`src/rtl/core/plar_pkg.sv`:
```
`default_nettype none
package plar_pkg;

  localparam int COORD_W    = 32;
  localparam int DIFF_W     = COORD_W + 1;
  localparam int SQ_W       = 2 * DIFF_W;
  localparam int RAD_W      = SQ_W + 2;
  localparam int ROOT_W     = RAD_W / 2;
  localparam int LEN_W      = 48;
  localparam int DVD_W      = 64;
  localparam int RATIO_BITS = 24;
  localparam int RATIO_W    = RATIO_BITS + 1;
  localparam int PROD_W     = DIFF_W + RATIO_W;

  typedef struct packed {
    logic signed [COORD_W-1:0] point_x;
    logic signed [COORD_W-1:0] point_y;
    logic                      last_point;
  } in_word_t;

  typedef struct packed {
    logic signed [COORD_W-1:0] out_x;
    logic signed [COORD_W-1:0] out_y;
    logic                      last_out;
  } out_word_t;

endpackage
`default_nettype wire

```
`src/rtl/core/plar_sqrt.sv`:
```
`default_nettype none
module plar_sqrt (
  input  wire logic                        clk,
  input  wire logic                        rst_n,
  input  wire logic                        start,
  input  wire logic [plar_pkg::RAD_W-1:0]  rad,
  output logic                             done,
  output logic [plar_pkg::ROOT_W-1:0]      root
);
  import plar_pkg::*;

  localparam int CNT_W = $clog2(ROOT_W + 1);

  logic [RAD_W-1:0]    rad_r;
  logic [ROOT_W+1:0]   rem_r;
  logic [ROOT_W-1:0]   root_r;
  logic [CNT_W-1:0]    cnt_r;
  logic                busy_r;
  logic                done_r;
  logic [ROOT_W+1:0]   rem_sh;
  logic [ROOT_W+1:0]   trial;

  // One result bit per cycle: bring down two radicand bits, try root*4+1.
  assign rem_sh = {rem_r[ROOT_W-1:0], rad_r[RAD_W-1 -: 2]};
  assign trial  = {root_r, 2'b01};

  always_ff @(posedge clk) begin
    if (!rst_n) begin
      busy_r <= 1'b0;
      done_r <= 1'b0;
      cnt_r  <= '0;
    end else begin
      done_r <= 1'b0;
      if (start) begin
        rad_r  <= rad;
        rem_r  <= '0;
        root_r <= '0;
        cnt_r  <= CNT_W'(ROOT_W);
        busy_r <= 1'b1;
      end else if (busy_r) begin
        rad_r <= {rad_r[RAD_W-3:0], 2'b00};
        if (rem_sh >= trial) begin
          rem_r  <= rem_sh - trial;
          root_r <= {root_r[ROOT_W-2:0], 1'b1};
        end else begin
          rem_r  <= rem_sh;
          root_r <= {root_r[ROOT_W-2:0], 1'b0};
        end
        cnt_r <= cnt_r - 1'b1;
        if (cnt_r == CNT_W'(1)) begin
          busy_r <= 1'b0;
          done_r <= 1'b1;
        end
      end
    end
  end

  assign done = done_r;
  assign root = root_r;

endmodule
`default_nettype wire

```
`config.mk`:
```
export PLATFORM = sky130hd
export DESIGN_NAME = plar_sqrt
export DESIGN_NICKNAME = d
export VERILOG_FILES = /design/src/rtl/core/plar_pkg.sv /design/src/rtl/core/plar_sqrt.sv
export SDC_FILE = /design/constraint.sdc
export NUM_CORES = 1
export LEC_CHECK = 0
export BUFFER_PORTS_ARGS = -buffer_cell sky130_fd_sc_hd__buf_2
export CORE_ASPECT_RATIO = 0.8
export CORE_MARGIN = 2
export CORE_UTILIZATION = 30
export DETAILED_ROUTE_END_ITERATION = 8
export HOLD_SLACK_MARGIN = 0.15
export PLACE_DENSITY = 0.55
export SLEW_MARGIN = 20
export SYNTH_ARGS = -nofsm -noshare
export SYNTH_HDL_FRONTEND = slang
export SYNTH_SLANG_ARGS = --single-unit
```
`constraint.sdc`:
```
create_clock -name clk -period 6.2 [get_ports clk]
set_input_delay 0 -clock clk [delete_from_list [all_inputs] [get_ports clk]]
set_output_delay 0 -clock clk [all_outputs]
set_load 0.02 [all_outputs]
```
; ---- Word level (Yosys, flattened, before mapping)
; Cells that the tools add are included.
[word_totals]
regBits = 144
inputBits = 71
out_inout_bits = 35
[op_classes]
add_sub_neg = 2
order_cmp = 1
eq_ne = 1
mux = 12
n_bitwise = 2
n_reduce_logical = 4
[ops]
columns = operator, count
row1 = $mux W68, 2
row2 = $mux W34, 3
row3 = $ge A36 B36 Y1, 1
row4 = $sub A34 B34 Y34, 1
row5 = $mux W6, 2
row6 = $eq A6 B1 Y1 const B, 1
row7 = $sub A6 B1 Y6 const B, 1
row8 = $mux W1, 5
row9 = $reduce_or A3 Y1, 1
row10 = $not A1 Y1, 2
row11 = $reduce_and A2 Y1, 1
row12 = $reduce_bool A2 Y1, 1
row13 = $reduce_or A2 Y1, 1

; ---- Longest topological paths before layout
[logic_depth]
depth_word = 4
depth_mapped = 14
ltp_nobuf = 11

; ---- Worst setup path before layout
; OpenSTA, ideal clock, no wires.
[synth_path]
kind = input-to-reg
start = in start
end = reg rad_r[0] (enable)
setup_ns = 0.508
t_arrival_ns = 3.694
required_ns = 5.692
path_slack_ns = 1.998
path_stages = 3
cell_sequence = clkbuf_1 clkbuf_1 o21a_1
[synth_between]
elab_chain_len = 2
[synth_lines]
columns = element, line_no
row1 = "start, declared", plar_sqrt.sv:5  ; input wire logic start,
row2 = $reduce_bool A2 Y1 (no source line), --
row3 = $reduce_and A2 Y1 (no source line), --
row4 = "end signal, assigned", plar_sqrt.sv:35  ; rad_r <= rad;
row5 = "end signal, assigned", plar_sqrt.sv:41  ; rad_r <= {rad_r[RAD_W-3:0], 2'b00};
row6 = "end, declared", plar_sqrt.sv:14  ; logic [RAD_W-1:0] rad_r;
; No other way between the ends.
; A chain may end at the register's enable or synchronous reset.

; ---- Worst setup path after layout
[layout_path]
start = reg root_r[20] (netlist: root[20])
end = reg rem_r[22] (data pin)
[layout_between]
elab_chain_len = 3
word_cells_on_any_way = 4
[layout_lines]
columns = element, line_no
row1 = "start, declared", plar_sqrt.sv:16  ; logic [ROOT_W-1:0] root_r;
row2 = "start signal, assigned", plar_sqrt.sv:44  ; root_r <= {root_r[ROOT_W-2:0], 1'b1};
row3 = "start signal, assigned", plar_sqrt.sv:47  ; root_r <= {root_r[ROOT_W-2:0], 1'b0};
row4 = $sub A34 B34 Y34 / $ge A36 B36 Y1 (equally long branches), "plar_sqrt.sv:43, plar_sqrt.sv:42"
row5 = $mux W34 (*), plar_sqrt.sv:42  ; if (rem_sh >= trial) begin
row6 = $mux W34 (*), plar_sqrt.sv:40  ; end else if (busy_r) begin
row7 = "end signal, assigned", plar_sqrt.sv:43  ; rem_r <= rem_sh - trial;
row8 = "end signal, assigned", plar_sqrt.sv:46  ; rem_r <= rem_sh;
row9 = "end, declared", plar_sqrt.sv:15  ; logic [ROOT_W+1:0] rem_r;
; Mark *: on every way between the ends. The rest lies on a longest branch, timed or not. The select of a mux whose other input is x is not followed.

==> impl_metrics.toml <==
[setup_path]
reg2reg_from = "root[20]"
endpoint_kind = "flop"
crit_start = "root[20]"
crit_fanout = 22
start_kind = "flop"
ff2ff_path_depth = 12
r2r_end = "rem_r[22]"
r2r_setup_slack_ns = 2.65
cp.required_ns = 6.37
worstSetupPathType = "flop to flop"
endpoint = "rem_r[22]"
crit_arrival_ns = 3.72

[logic_synthesis]
synthCells = 683
yosysWarnings = 0
synth_seq_cells = 144
synth-async-reset-ratio = 0
synth-edff-count = 136
synth_ff_type = "edfxtp_1"
syn_nets = 792
synth_area_sq_um = 7800
yosys.cell_types.count = 53
yosysSeqAreaShare = 0.544
synth.avg_cell_area_sq_um = 11.4

[global_routing]
grt_max_degree = 91
grtUsageTotal = 0.134
grt_pass1_vias = 5531
busiest_layer = "met1"
gr-usage-met3 = 0.0431
antenna_found_initial = 0
met2_usage = 0.189
grt_pass1_wl_um = 29000
use_met1 = 0.196
grt-ovfl-total = 0

[die]
initial_core_util = 0.307
fp.dieArea_sq_um = 27300
core_sq_um = 25400
chipWidth_um = 184
ios = 106
rows = 52
die_h_um = 148

[power]
p_int_uw = 2120
power.density_nw_per_um2 = 290
netSwitchingPower_uw = 785
p_clk_frac = 0.398
seq_power_share = 0.408
p_leak_uw = 0.00399
worst_ir_drop_vdd_v = 0.000181
p_comb_frac = 0.194
swShare = 0.270

[sta]
fin_tns_setup_ns = 0
finalSetupViolCount = 0
relSlewSlack = 0.312
fin_crit_sh = 0.573
setup_slack_ns = 2.65
rsz0062_at_grt = "false"
slew_viol_final = 0
skew_ns = 0.0173
hold-worst-slack_ns = 0.162
finalCriticalPeriod_ns = 3.55
finalHoldViolCount = 0
fmax_mhz = 282
tightest_slew_ns = 1.03

[hold_path]
worstHoldPathType = "input port to flop"

[cts]
htree_levels = 4
ctsRootBufferMaster = "clkbuf_16"
clk_latency_ns = 0.43
clock_path_buffers = 2
numCtsBuffers = 17
hold_buffers = 69
tritoncts = "built"
cts_setup_buffers = 0
clock-sinks = 144
clk_pin_slew_worst_paths_ns = 0.06
cts_resized = 0

[drt]
avgViaCountPerCell = 4.63
ant_nets = 0
vias = 5611
drtIter0Drc = 364
wl_per_cell_um = 14.6
wirelength_um = 17800
firstDrtPassIters = 4
drc_errors = 0

[place]
place_worst_setup_slack_ns = 2.66
io_buffers = 105
place_congestion = 0.855
dp_hpwl_um = 11700
placed_cell_area_sq_um = 8670

[final_layout]
final_cell_mix = "edfxtp_1, buf_2, nand2_1"
fin_area_sq_um = 10000
finish.net_count = 958
nFillCells = 2480
drive_above_1_share = 0.256
antenna_cells = 0
syn2layout_area_growth_pct = 28.4
layout_commonest_cell = "edfxtp_1"

[outcome]
outcome = "finished clean"

[run]
drv_cap = 0
## area by class of cell
cell class | instances | area (sq um) | share of cell area
sequential | 144 | 4240 | 0.424
multi-input combinational | 458 | 3240 | 0.323
timing repair buffer | 179 | 1260 | 0.125
tap | 351 | 439 | 0.0438
clock buffer | 17 | 425 | 0.0425
clock inverter | 15 | 233 | 0.0232
inverter | 49 | 184 | 0.0184
## Yosys cell counts, types with 2 or more instances
| cell type | count | area share |
|---|---|---|
| nor2_1 | 61 | 0.029 |
| clkbuf_1 | 19 | 0.0091 |
| and2_1 | 4 | 0.0032 |
| a21oi_2 | 3 | 0.0034 |
| dfxtp_1 | 8 | 0.021 |
| nand3_1 | 9 | 0.0058 |
| xnor2_1 | 21 | 0.024 |
| mux2_2 | 66 | 0.095 |
| o21ai_0 | 18 | 0.012 |
| nand4_1 | 9 | 0.0072 |
| xor2_1 | 10 | 0.011 |
| nor3_1 | 8 | 0.0051 |
| nand2b_1 | 3 | 0.0024 |
| and3_1 | 2 | 0.0016 |
| a21o_1 | 15 | 0.014 |
| a211oi_1 | 17 | 0.016 |
| buf_2 | 6 | 0.0038 |
| ha_1 | 38 | 0.061 |
| o21bai_1 | 2 | 0.0019 |
| or3_1 | 3 | 0.0024 |
| a311o_1 | 3 | 0.0038 |
| nor4_1 | 5 | 0.0040 |
| edfxtp_1 | 136 | 0.52 |
| nand2_1 | 70 | 0.034 |
| buf_4 | 6 | 0.0058 |
| inv_1 | 49 | 0.024 |
| o21a_1 | 5 | 0.0048 |
| a31oi_1 | 6 | 0.0048 |
| and4_1 | 4 | 0.0045 |
| o21ai_1 | 2 | 0.0013 |
| a21oi_1 | 47 | 0.030 |
| a21boi_0 | 4 | 0.0038 |
| o211ai_1 | 4 | 0.0038 |
## through the flow
stage	power [uW]	std cells	utilization
2_1_floorplan	1600	683	-
3_3_place_gp	1730	1112	0.341
3_5_place_dp	1730	1112	0.341
4_1_cts	2940	1213	0.394
5_1_grt	3040	1213	0.394
6_report	2910	1213	0.394
## how the worst min path moves through the flow
| stage | from | slack, ns | cells past startpoint | end |
|---|---|---|---|---|
| 3_5_place_dp | rad[0] | 0.29 | 2 | rad_r[0] |
| 5_1_grt | start | 0.20 | 2 | busy_r |
| 6_report | start | 0.16 | 2 | busy_r |
| 4_1_cts | start | 0.16 | 2 | busy_r |
| 2_1_floorplan | rst_n | 0.15 | 1 | cnt_r[1] |
| 3_3_place_gp | rad[1] | 0.28 | 2 | rad_r[1] |
## power by group through the flow
stage / clock, uW / sequential [uW] / combinational [uW]
floorplan: 0 / 1220 / 385
global placement: 0 / 1200 / 531
detailed placement: 0 / 1200 / 529
CTS: 1190 / 1190 / 568
global route: 1220 / 1190 / 632
finish: 1160 / 1180 / 565
## state kept, by name (all words and copies together) (netlist names)
register,count
done,1
cnt_r,6
rad_r,68
root,34
rem_r,34
busy_r,1
## metal layers
layer | up-vias | part of all wire
met2 | 144 | 0.41
met5 | - | 0
met4 | 0 | 0.0085
met3 | 9 | 0.065
li1 | 2825 | -
met1 | 2633 | 0.51
## cells by family after synthesis
family          synth area share
xor+xnor                  0.0348
fa+ha+maj                 0.0609
buf+inv                   0.0428
compound gates             0.112
mux                       0.0952
flops                      0.544
simple gates               0.110
## critical path: stages, from the launching register on
cell,delay [ns]
edfxtp_1,0.38
inv_1,0.10
ha_1,0.30
a21oi_1,0.35
nand2_1,0.09
a211oi_1,0.39
a21oi_2,0.10
a21oi_2,0.17
a211oi_2,0.10
nor2_2,0.46
buf_4,0.37
nor4_1,0.08
a311o_1,0.38
No activity file was read; power rests on OpenSTA's default activity.
