--- config.mk ---
export PLATFORM = sky130hd
export DESIGN_NAME = plar_div
export DESIGN_NICKNAME = d
export VERILOG_FILES = /design/src/rtl/core/plar_pkg.sv /design/src/rtl/core/plar_div.sv
export SDC_FILE = /design/constraint.sdc
export NUM_CORES = 1
export LEC_CHECK = 0
export BUFFER_PORTS_ARGS = -buffer_cell sky130_fd_sc_hd__buf_2
export CAP_MARGIN = 20
export CORE_MARGIN = 10
export CORE_UTILIZATION = 57
export CTS_CLUSTER_SIZE = 14
export DETAILED_ROUTE_END_ITERATION = 12
export GPL_TIMING_DRIVEN = 0
export PLACE_DENSITY = 0.9
export SLEW_MARGIN = 20
export SYNTH_ARGS = -nofsm -noshare
export SYNTH_HDL_FRONTEND = slang
export SYNTH_SLANG_ARGS = --single-unit
--- constraint.sdc ---
create_clock -name clk -period 4.15 [get_ports clk]
set_input_delay 0 -clock clk [delete_from_list [all_inputs] [get_ports clk]]
set_output_delay 0 -clock clk [all_outputs]
set_load 0.02 [all_outputs]
--- src/rtl/core/plar_pkg.sv ---
`default_nettype none
package plar_pkg;

  localparam int COORD_W    = 32;
  localparam int DIFF_W     = COORD_W + 1;
  localparam int SQ_W       = 2 * DIFF_W;
  localparam int RAD_W      = SQ_W + 2;
  localparam int ROOT_W     = RAD_W / 2;
  localparam int LEN_W      = 48;
  localparam int DVD_W      = 64;
  localparam int RATIO_BITS = 24;
  localparam int RATIO_W    = RATIO_BITS + 1;
  localparam int PROD_W     = DIFF_W + RATIO_W;

  typedef struct packed {
    logic signed [COORD_W-1:0] point_x;
    logic signed [COORD_W-1:0] point_y;
    logic                      last_point;
  } in_word_t;

  typedef struct packed {
    logic signed [COORD_W-1:0] out_x;
    logic signed [COORD_W-1:0] out_y;
    logic                      last_out;
  } out_word_t;

endpackage
`default_nettype wire

--- src/rtl/core/plar_div.sv ---
`default_nettype none
module plar_div (
  input  wire logic                        clk,
  input  wire logic                        rst_n,
  input  wire logic                        start,
  input  wire logic [plar_pkg::DVD_W-1:0]  dividend,
  input  wire logic [plar_pkg::LEN_W-1:0]  divisor,
  output logic                             done,
  output logic [plar_pkg::DVD_W-1:0]       quotient
);
  import plar_pkg::*;

  localparam int CNT_W = $clog2(DVD_W + 1);

  logic [DVD_W-1:0] dvd_r;
  logic [LEN_W-1:0] div_r;
  logic [LEN_W:0]   rem_r;
  logic [CNT_W-1:0] cnt_r;
  logic             busy_r;
  logic             done_r;
  logic [LEN_W:0]   rem_sh;

  assign rem_sh = {rem_r[LEN_W-1:0], dvd_r[DVD_W-1]};

  // Restoring division; quotient bits shift in where dividend bits leave.
  always_ff @(posedge clk) begin
    if (!rst_n) begin
      busy_r <= 1'b0;
      done_r <= 1'b0;
      cnt_r  <= '0;
    end else begin
      done_r <= 1'b0;
      if (start) begin
        dvd_r  <= dividend;
        div_r  <= divisor;
        rem_r  <= '0;
        cnt_r  <= CNT_W'(DVD_W);
        busy_r <= 1'b1;
      end else if (busy_r) begin
        if (rem_sh >= {1'b0, div_r}) begin
          rem_r <= rem_sh - {1'b0, div_r};
          dvd_r <= {dvd_r[DVD_W-2:0], 1'b1};
        end else begin
          rem_r <= rem_sh;
          dvd_r <= {dvd_r[DVD_W-2:0], 1'b0};
        end
        cnt_r <= cnt_r - 1'b1;
        if (cnt_r == CNT_W'(1)) begin
          busy_r <= 1'b0;
          done_r <= 1'b1;
        end
      end
    end
  end

  assign done     = done_r;
  assign quotient = dvd_r;

endmodule
`default_nettype wire

**After elaboration in Yosys (flattened, before gate mapping)**

Index checks and enable logic that the tools add are counted.

- Register bits: 169
- Input port bits: 115
- Output and inout bits: 65
- Logic and storage cells: 29

- Bitwise gates (word level): 2
- Reductions and logical operators: 5
- Magnitude comparators: 1
- Add/subtract/negate cells: 2
- Equal/unequal tests: 1
- Multiplexer cells: 11

Operator list:

| cell | count |
|---|---|
| $mux W64 | 2 |
| $mux W48 | 2 |
| $ge A49 B48 Y1 | 1 |
| $sub A48 B48 Y48 | 1 |
| $mux W7 | 2 |
| $eq A7 B1 Y1 const B | 1 |
| $sub A7 B1 Y7 const B | 1 |
| $mux W1 | 5 |
| $reduce_and A2 Y1 | 2 |
| $reduce_or A3 Y1 | 1 |
| $not A1 Y1 | 2 |
| $reduce_bool A2 Y1 | 1 |
| $reduce_or A2 Y1 | 1 |

**Depth between registers and ports, before layout**

Gate-level depths: netlist (run 1).

- Depth in word-level cells: 4
- Gate-level depth with buffers: 14
- Mapped depth without buffers: 12

**Worst setup path before layout (run 1)**

Ideal clock, no wire load.

- Path type: reg-to-reg
- Start point: reg busy_r
- End point: reg busy_r
- Path slack: 551 ps
- Data arrival time: 3529 ps
- Required time: 4081 ps
- Period minus slack after synthesis: 3599 ps
- Path buffers: 1
- Stages on the path, launching flop included: 4
- Cell sequence: dfxtp_1 > clkbuf_1 > o21a_1 > o41a_1

- Longest elaborated chain between the ends: 2

RTL lines:

| what | line | source |
|---|---|---|
| start, declared | plar_div.sv:19 | `logic busy_r;` |
| start signal, assigned | plar_div.sv:28 | `busy_r <= 1'b0;` |
| start signal, assigned | plar_div.sv:38 | `busy_r <= 1'b1;` |
| start signal, assigned | plar_div.sv:49 | `busy_r <= 1'b0;` |
| $mux W1 | plar_div.sv:39 | `end else if (busy_r) begin` |
| $mux W1 | plar_div.sv:33 | `if (start) begin` |

No other way between the ends.
A chain may end at the register's enable or synchronous reset.

**Worst setup path in the final report (run 1)**

- Start point: reg div_r[1]
- End point: reg rem_r[22] (data pin)

- Longest elaborated chain between the ends: 3
- Elaborated cells between the ends (all ways): 4
- Classes of those cells: add/sub (1); order compare (1); mux (2)

RTL lines:

| what | line | source |
|---|---|---|
| start, declared | plar_div.sv:16 | `logic [LEN_W-1:0] div_r;` |
| start signal, assigned | plar_div.sv:35 | `div_r <= divisor;` |
| $sub A48 B48 Y48 or $ge A49 B48 Y1 (tied branches) | plar_div.sv:41, plar_div.sv:40 |  |
| $mux W48 (*) | plar_div.sv:40 | `if (rem_sh >= {1'b0, div_r}) begin` |
| $mux W48 (*) | plar_div.sv:39 |  |
| end signal, assigned | plar_div.sv:41 | `rem_r <= rem_sh - {1'b0, div_r};` |
| end signal, assigned | plar_div.sv:44 | `rem_r <= rem_sh;` |
| end, declared | plar_div.sv:17 | `logic [LEN_W:0] rem_r;` |

Every way passes the cells marked *; elsewhere a longest branch is shown, timed or not. The select of a mux whose other input is x is not followed.

==> impl_metrics.ini, run 1 <==
[status]
status = completed

[critical_path]
critical_path_class = flop to flop
end_kind = flop
cp.depth = 12
worstPathArrival_ns = 3.83
cpMaxStageDelayCell = a21boi_2
required_ns = 4.33
crit_fanout = 10
crit_top_cell = nor2_1
path_buf_inv = 2
crit_family = compound AO/OA/AOI/OAI gates
cp-start-kind = flop
r2r_cells = 12
max_stage_delay_ns = 0.50
path_cells = inv_1, ha_1, nor2b_1, o31ai_1, a211oi_1, o2111ai_1, nand4_1, a21boi_2, buf_2, nor2_1, a21oi_1, nor2_1

[logic_synthesis]
ys_types = 71
synth_top_area_cell = edfxtp_1
synth-xor-area-share = 0.03594
ys_warn_count = 0
yosys-top-cells-count = edfxtp_1 (160), nor2_1 (79), a21oi_1 (74)
synth-edff-count = 160
synth_top_family_by_area = compound AO/OA/AOI/OAI gates
synth_area_um2 = 9747
synth_fa_ha_area_frac = 0.06624
synth_area_per_cell_um2 = 11.05
ys_seq_area_frac = 0.5114
synth_cells = 882
async_flop_share = 0
synth_ff_type = edfxtp_1
synth.most_common_cell = edfxtp_1
yosys.area.top_type_share = 0.4929
syn-num-nets = 1048
synth.area.top_cells = edfxtp_1 (49%), mux2_2 (7.3%), ha_1 (6.4%)
synth-simple-area-share = 0.1194
synth-compound-area-share = 0.1445
synth_seq_cells = 169
muxShareOfSynthArea = 0.08100

[die]
die-area_um2 = 22730
die_x_um = 150.8
core-area_um2 = 16700
die-height_um = 150.8
initial_core_util = 0.5836
fp-row-count = 47
io-pin-count = 180

[routing]
drt_wl_total_um = 29700
dr.pass1.iters = 5
drt_iter0_drc = 731
ant_nets = 0
vias = 8483
post_drt_wl_per_cell_um = 20.78
route.detailed.drc = 0
avgViaCountPerCell = 5.936

[global_routing]
antenna_found_initial = 0
grt_pass1_vias = 8861
gr-total-overflow = 0
grt_max_degree = 43
grt_pass1_wl_um = 46820
grtUsageTotal = 0.2641

[clocking]
cts_tree = built
cts_max_level = 4
clk_pin_slew_ns = 0.08
clock_latency_ns = 0.45
cts_root_buffer = clkbuf_16
cts_setup_buffers = 0
ctsHoldBuffers = 113
numCtsBuffers = 17
clock_path_buffers = 2
postCtsResizedCells = 0
numClockSinks = 169

[finish]
n_antenna_cell = 0
nNetsFinal = 1362
stdcell_count = 1429
area_growth_pct = 30.60
drive_gt1_frac = 0.2564
post-route-util = 0.7622

[power]
report.power.total_w = 0.005208
ir_drop_mv = 0.3534
p_per_area_nw_per_um2 = 409.1
leakage_nw = 5.296

[place]
dpl.cell_count = 1284
place_hpwl_um = 19430
port_buffers = 179
routabilityCongestion = 0.9203

[timing]
finalHoldViolations = 0
slew_headroom = 0.4775
clock.fmax_mhz = 273.9
tightestPinTransition_ns = 0.7838
setup_viol = 0
rsz0062_at_grt = false
slew_viol_final = 0
timing.final.crit_share = 0.8798
period_minus_slack_ns = 3.651
fin_worst_skew_ns = 0.01525

[flow_run]
drv_cap = 0

[hold_path]
hold_path.class = input port to flop
hold_path_depth = 4
-- sequential cells by signal, summed over array words and instances, names as in the netlist --
signal / flops
rem_r: 48
quotient: 64
busy_r: 1
done: 1
div_r: 48
cnt_r: 7
-- placed cells by master, fill, tap and decap left out, types with 8 or more instances in the layout --
| master | synthesis | routed |
|---|---|---|
| buf_2 | 11 | 190 |
| edfxtp_1 | 160 | 160 |
| dlygate4sd3_1 | 0 | 113 |
| nor2_1 | 79 | 79 |
| a21oi_1 | 74 | 74 |
| mux2_2 | 63 | 63 |
| inv_1 | 62 | 62 |
| nand2_1 | 57 | 57 |
| ha_1 | 50 | 50 |
| clkbuf_1 | 27 | 28 |
| o21ai_0 | 26 | 26 |
| xnor2_1 | 25 | 25 |
| a21o_1 | 22 | 22 |
| nand3_1 | 17 | 17 |
| clkbuf_16 | 0 | 17 |
| nand4_1 | 16 | 16 |
| xor2_1 | 15 | 15 |
| nor3_1 | 13 | 13 |
| and3_1 | 12 | 12 |
| a31oi_1 | 12 | 12 |
| a211oi_1 | 10 | 10 |
| o21bai_1 | 9 | 9 |
| dfxtp_1 | 9 | 9 |
| and2_1 | 9 | 8 |
| mux2i_1 | 8 | 8 |
-- metal layers --
layer | wire (µm) | global-route usage | vias to the layer above
li1 | - | - | 3900
met1 | 11260 | 0.3017 | 4012
met2 | 14560 | 0.4453 | 495
met3 | 2840 | 0.08463 | 76
met4 | 1047 | 0.1145 | 0
met5 | 0 | 0 | -
-- where the power goes --
group          total, W  leakage (nW)  internal [W]  switching (W)
clock network   0.00163         0.295      0.000820       0.000812
logic           0.00145          3.40      0.000600       0.000852
registers       0.00212          1.60       0.00205      0.0000779
total           0.00521          5.30       0.00347        0.00174
-- final timing paths --
path                     to  startpoint  slack, ns
setup / recovery  rem_r[22]    div_r[1]       0.50
hold / removal     cnt_r[5]       start       0.13
setup reg to reg  rem_r[22]    div_r[1]       0.50
hold reg to reg      busy_r    cnt_r[6]       0.55
-- through the flow --
| stage | hold WS, ns | setup TNS (ns) | instance area (µm²) | setup slack, ns |
|---|---|---|---|---|
| floorplan | 0.09887 | 0 | 9747 | 0.5513 |
| global placement | 0.1776 | -74.38 | 10920 | -0.7218 |
| detailed placement | 0.1782 | 0 | 10990 | 0.6520 |
| CTS | 0.1015 | 0 | 12730 | 0.5979 |
| global route | 0.1502 | 0 | 12730 | 0.3253 |
| finish | 0.1268 | 0 | 12730 | 0.4988 |
-- cells by family after synthesis --
group                    after synthesis
adder cells (fa/ha/maj)               51
AND/OR/NAND/NOR                      239
AO/OA/AOI/OAI                        210
XOR/XNOR                              40
flip-flops                           169
multiplexers                          71
buffers and inverters                102
-- area by class of cell --
| cell class | count | area [µm²] |
|---|---|---|
| well taps | 220 | 275.3 |
| multi-input cells | 611 | 4367 |
| inverters | 62 | 232.7 |
| fillers | 1093 | 3971 |
| clock buffers | 18 | 429.2 |
| plain buffers | 40 | 171.4 |
| clock inverters | 14 | 182.7 |
| flip-flops and latches | 169 | 4985 |
| repair buffers | 295 | 2087 |
-- worst reg2reg max path: stages (launching register included) --
cell and delay [ns]:
edfxtp_1 0.42, inv_1 0.07, ha_1 0.30, nor2b_1 0.16, o31ai_1 0.41, a211oi_1 0.17, o2111ai_1 0.36, nand4_1 0.22
a21boi_2 0.50, buf_2 0.39, nor2_1 0.11, a21oi_1 0.20, nor2_1 0.07
Power figures use the tool's default switching activity.
==> run 2: changes to the inputs <==
--- a/config.mk
+++ b/config.mk
@@ -8,11 +8,11 @@
 export BUFFER_PORTS_ARGS = -buffer_cell sky130_fd_sc_hd__buf_2
 export CAP_MARGIN = 20
 export CORE_MARGIN = 10
-export CORE_UTILIZATION = 57
+export CORE_UTILIZATION = 51
 export CTS_CLUSTER_SIZE = 14
 export DETAILED_ROUTE_END_ITERATION = 12
 export GPL_TIMING_DRIVEN = 0
-export PLACE_DENSITY = 0.9
+export PLACE_DENSITY = 0.77
 export SLEW_MARGIN = 20
 export SYNTH_ARGS = -nofsm -noshare
 export SYNTH_HDL_FRONTEND = slang
==> constraint.sdc (replaced) <==
create_clock -name clk -period 3.2 [get_ports clk]
set_input_delay 0 -clock clk [delete_from_list [all_inputs] [get_ports clk]]
set_output_delay 0 -clock clk [all_outputs]
set_load 0.02 [all_outputs]
==> run 2 against run 1 <==
  * Register-to-register slack got worse by 0.40 ns
  * Flip-flop and latch count did not move
  * Hold slack improved by 0.028 ns
  * Worst setup slack got worse by 0.40 ns
  * Wire length fell by 2.8%
  * Maximum frequency rose by 18%
  * Design area rose by 3.6%
  * Combinational power rose by 40%
  * Critical path type unchanged
==> impl_metrics.ini, run 2 (synthesis results as in run 1) <==
[finish]
n_antenna_cell = 0
final_common_cell = buf_2
nFillCells = 1293
layout_common_cells = buf_2 (183), edfxtp_1 (160), dlygate4sd3_1 (113)
drive_gt1_frac = 0.3010
area_growth_pct = 35.25
post-route-util = 0.7024
largest_register_ffs = 64
nNetsFinal = 1379
stdcell_count = 1460

[die]
die-height_um = 158.2
die_x_um = 158.2
die-area_um2 = 25040
core-area_um2 = 18770
io-pin-count = 180
initial_core_util = 0.5193
fp-row-count = 50

[place]
port_buffers = 179
place_hpwl_um = 19220
routabilityCongestion = 0.9255
dpl.cell_count = 1298

[critical_path]
critical_path_class = flop to flop
end_kind = flop
r2r_end = rem_r[36]
required_ns = 3.36
r2r_cells = 11
r2r_slack_ns = 0.1
cp-start-kind = flop
crit_fanout = 9
worstPathArrival_ns = 3.27
r2r_start = rem_r[18]

[clocking]
clock_path_buffers = 2
cts_root_buffer = clkbuf_16
numCtsBuffers = 17
cts_max_level = 4
clock_latency_ns = 0.45
cts_tree = built
clk_pin_slew_ns = 0.07
numClockSinks = 169

[routing]
route.detailed.drc = 0
drt_wl_total_um = 28860
avgViaCountPerCell = 5.761
drt_iter0_drc = 665
dr.pass1.iters = 5
vias = 8411
post_drt_wl_per_cell_um = 19.77
ant_nets = 0

[timing]
finalHoldViolations = 0
fin_worst_skew_ns = 0.01718
setup_viol = 0
period_minus_slack_ns = 3.105
whs_ns = 0.1544
tightestPinTransition_ns = 0.8140
rsz0062_at_grt = true
timing.final.crit_share = 0.9702
slew_headroom = 0.4573
slew_viol_final = 0
clock.fmax_mhz = 322.1

[global_routing]
antenna_found_initial = 0
gr-total-overflow = 0
grt_pass1_wl_um = 45110
grt_pass1_vias = 8456
grt_max_degree = 50
grtUsageTotal = 0.2280

[hold_path]
hold_path.class = input port to flop
holdPathEnd = cnt_r[0]
hold_path_depth = 4
hold_start = start

[flow_run]
drv_cap = 0

[status]
status = completed

[power]
leakage_nw = 5.434
ir_drop_mv = 0.4274
p_per_area_nw_per_um2 = 518.0
[run 2: final cells by class]
type / count / area (µm²) / area share
plain buffers: 33 / 190.2 / 0.01443
repair buffers: 319 / 2290 / 0.1737
multi-input cells: 611 / 4613 / 0.3499
clock buffers: 17 / 425.4 / 0.03227
clock inverters: 15 / 153.9 / 0.01167
inverters: 62 / 232.7 / 0.01765
well taps: 234 / 292.8 / 0.02221
flip-flops and latches: 169 / 4985 / 0.3781
[run 2: metal layers]
metal / GRT usage / wire length, µm
met1: 0.2787 / 11670
met2: 0.3630 / 13600
met3: 0.08494 / 2964
met4: 0.07940 / 627
met5: 0 / 0
[run 2: how the worst max path moves through the flow]
stage | from | endpoint | slack [ns] | cells past startpoint
2_1_floorplan | quotient[63] | rem_r[46] | 0.31 | 12
5_1_grt | div_r[28] | rem_r[35] | -0.03 | 13
3_5_place_dp | div_r[1] | rem_r[38] | -0.35 | 12
4_1_cts | quotient[63] | rem_r[46] | 0.008 | 12
3_3_place_gp | div_r[1] | rem_r[33] | -0.31 | 12
6_report | rem_r[18] | rem_r[36] | 0.1 | 11
[run 2: power by group]
group | total [W] | switching, W | internal [W]
logic | 0.00203 | 0.00113 | 0.000897
clock network | 0.00205 | 0.00101 | 0.00104
registers | 0.00275 | 0.0000933 | 0.00265
total | 0.00683 | 0.00224 | 0.00459
[run 2: worst max-delay path, cell delays in order (launching register included)]
cell and delay, ns:
edfxtp_1 0.43, ha_1 0.30, clkbuf_4 0.18, nand4_1 0.11, or3_4 0.38, or3_1 0.38
o31a_1 0.14, a21oi_2 0.18, o211ai_1 0.23, and3_1 0.21, o21ai_0 0.19, a21oi_1 0.10
[run 2: repair_timing]
| action | in CTS | in global routing |
|---|---|---|
| setup endpoints to repair | 49 | 49 |
| buffers inserted | 5 | 19 |
| hold buffers | 113 | 0 |
| endpoints found under the hold margin | 114 | 0 |
| resized for setup | 13 | 58 |
| pin swaps | 3 | 21 |
| gates cloned | 0 | 0 |
[run 2: through the flow]
stage | area, µm² | setup slack (ns) | TNS (ns) | total power, W
final | 13180 | 0.09538 | 0 | 0.006829
after global placement | 10940 | -0.3097 | -9.123 | 0.004426
after detailed placement | 11020 | -0.3528 | -10.15 | 0.004471
after CTS | 12810 | 0.007886 | 0 | 0.006671
after floorplan | 9748 | 0.3071 | 0 | 0.004010
after global routing | 13180 | -0.03170 | -0.08542 | 0.007135
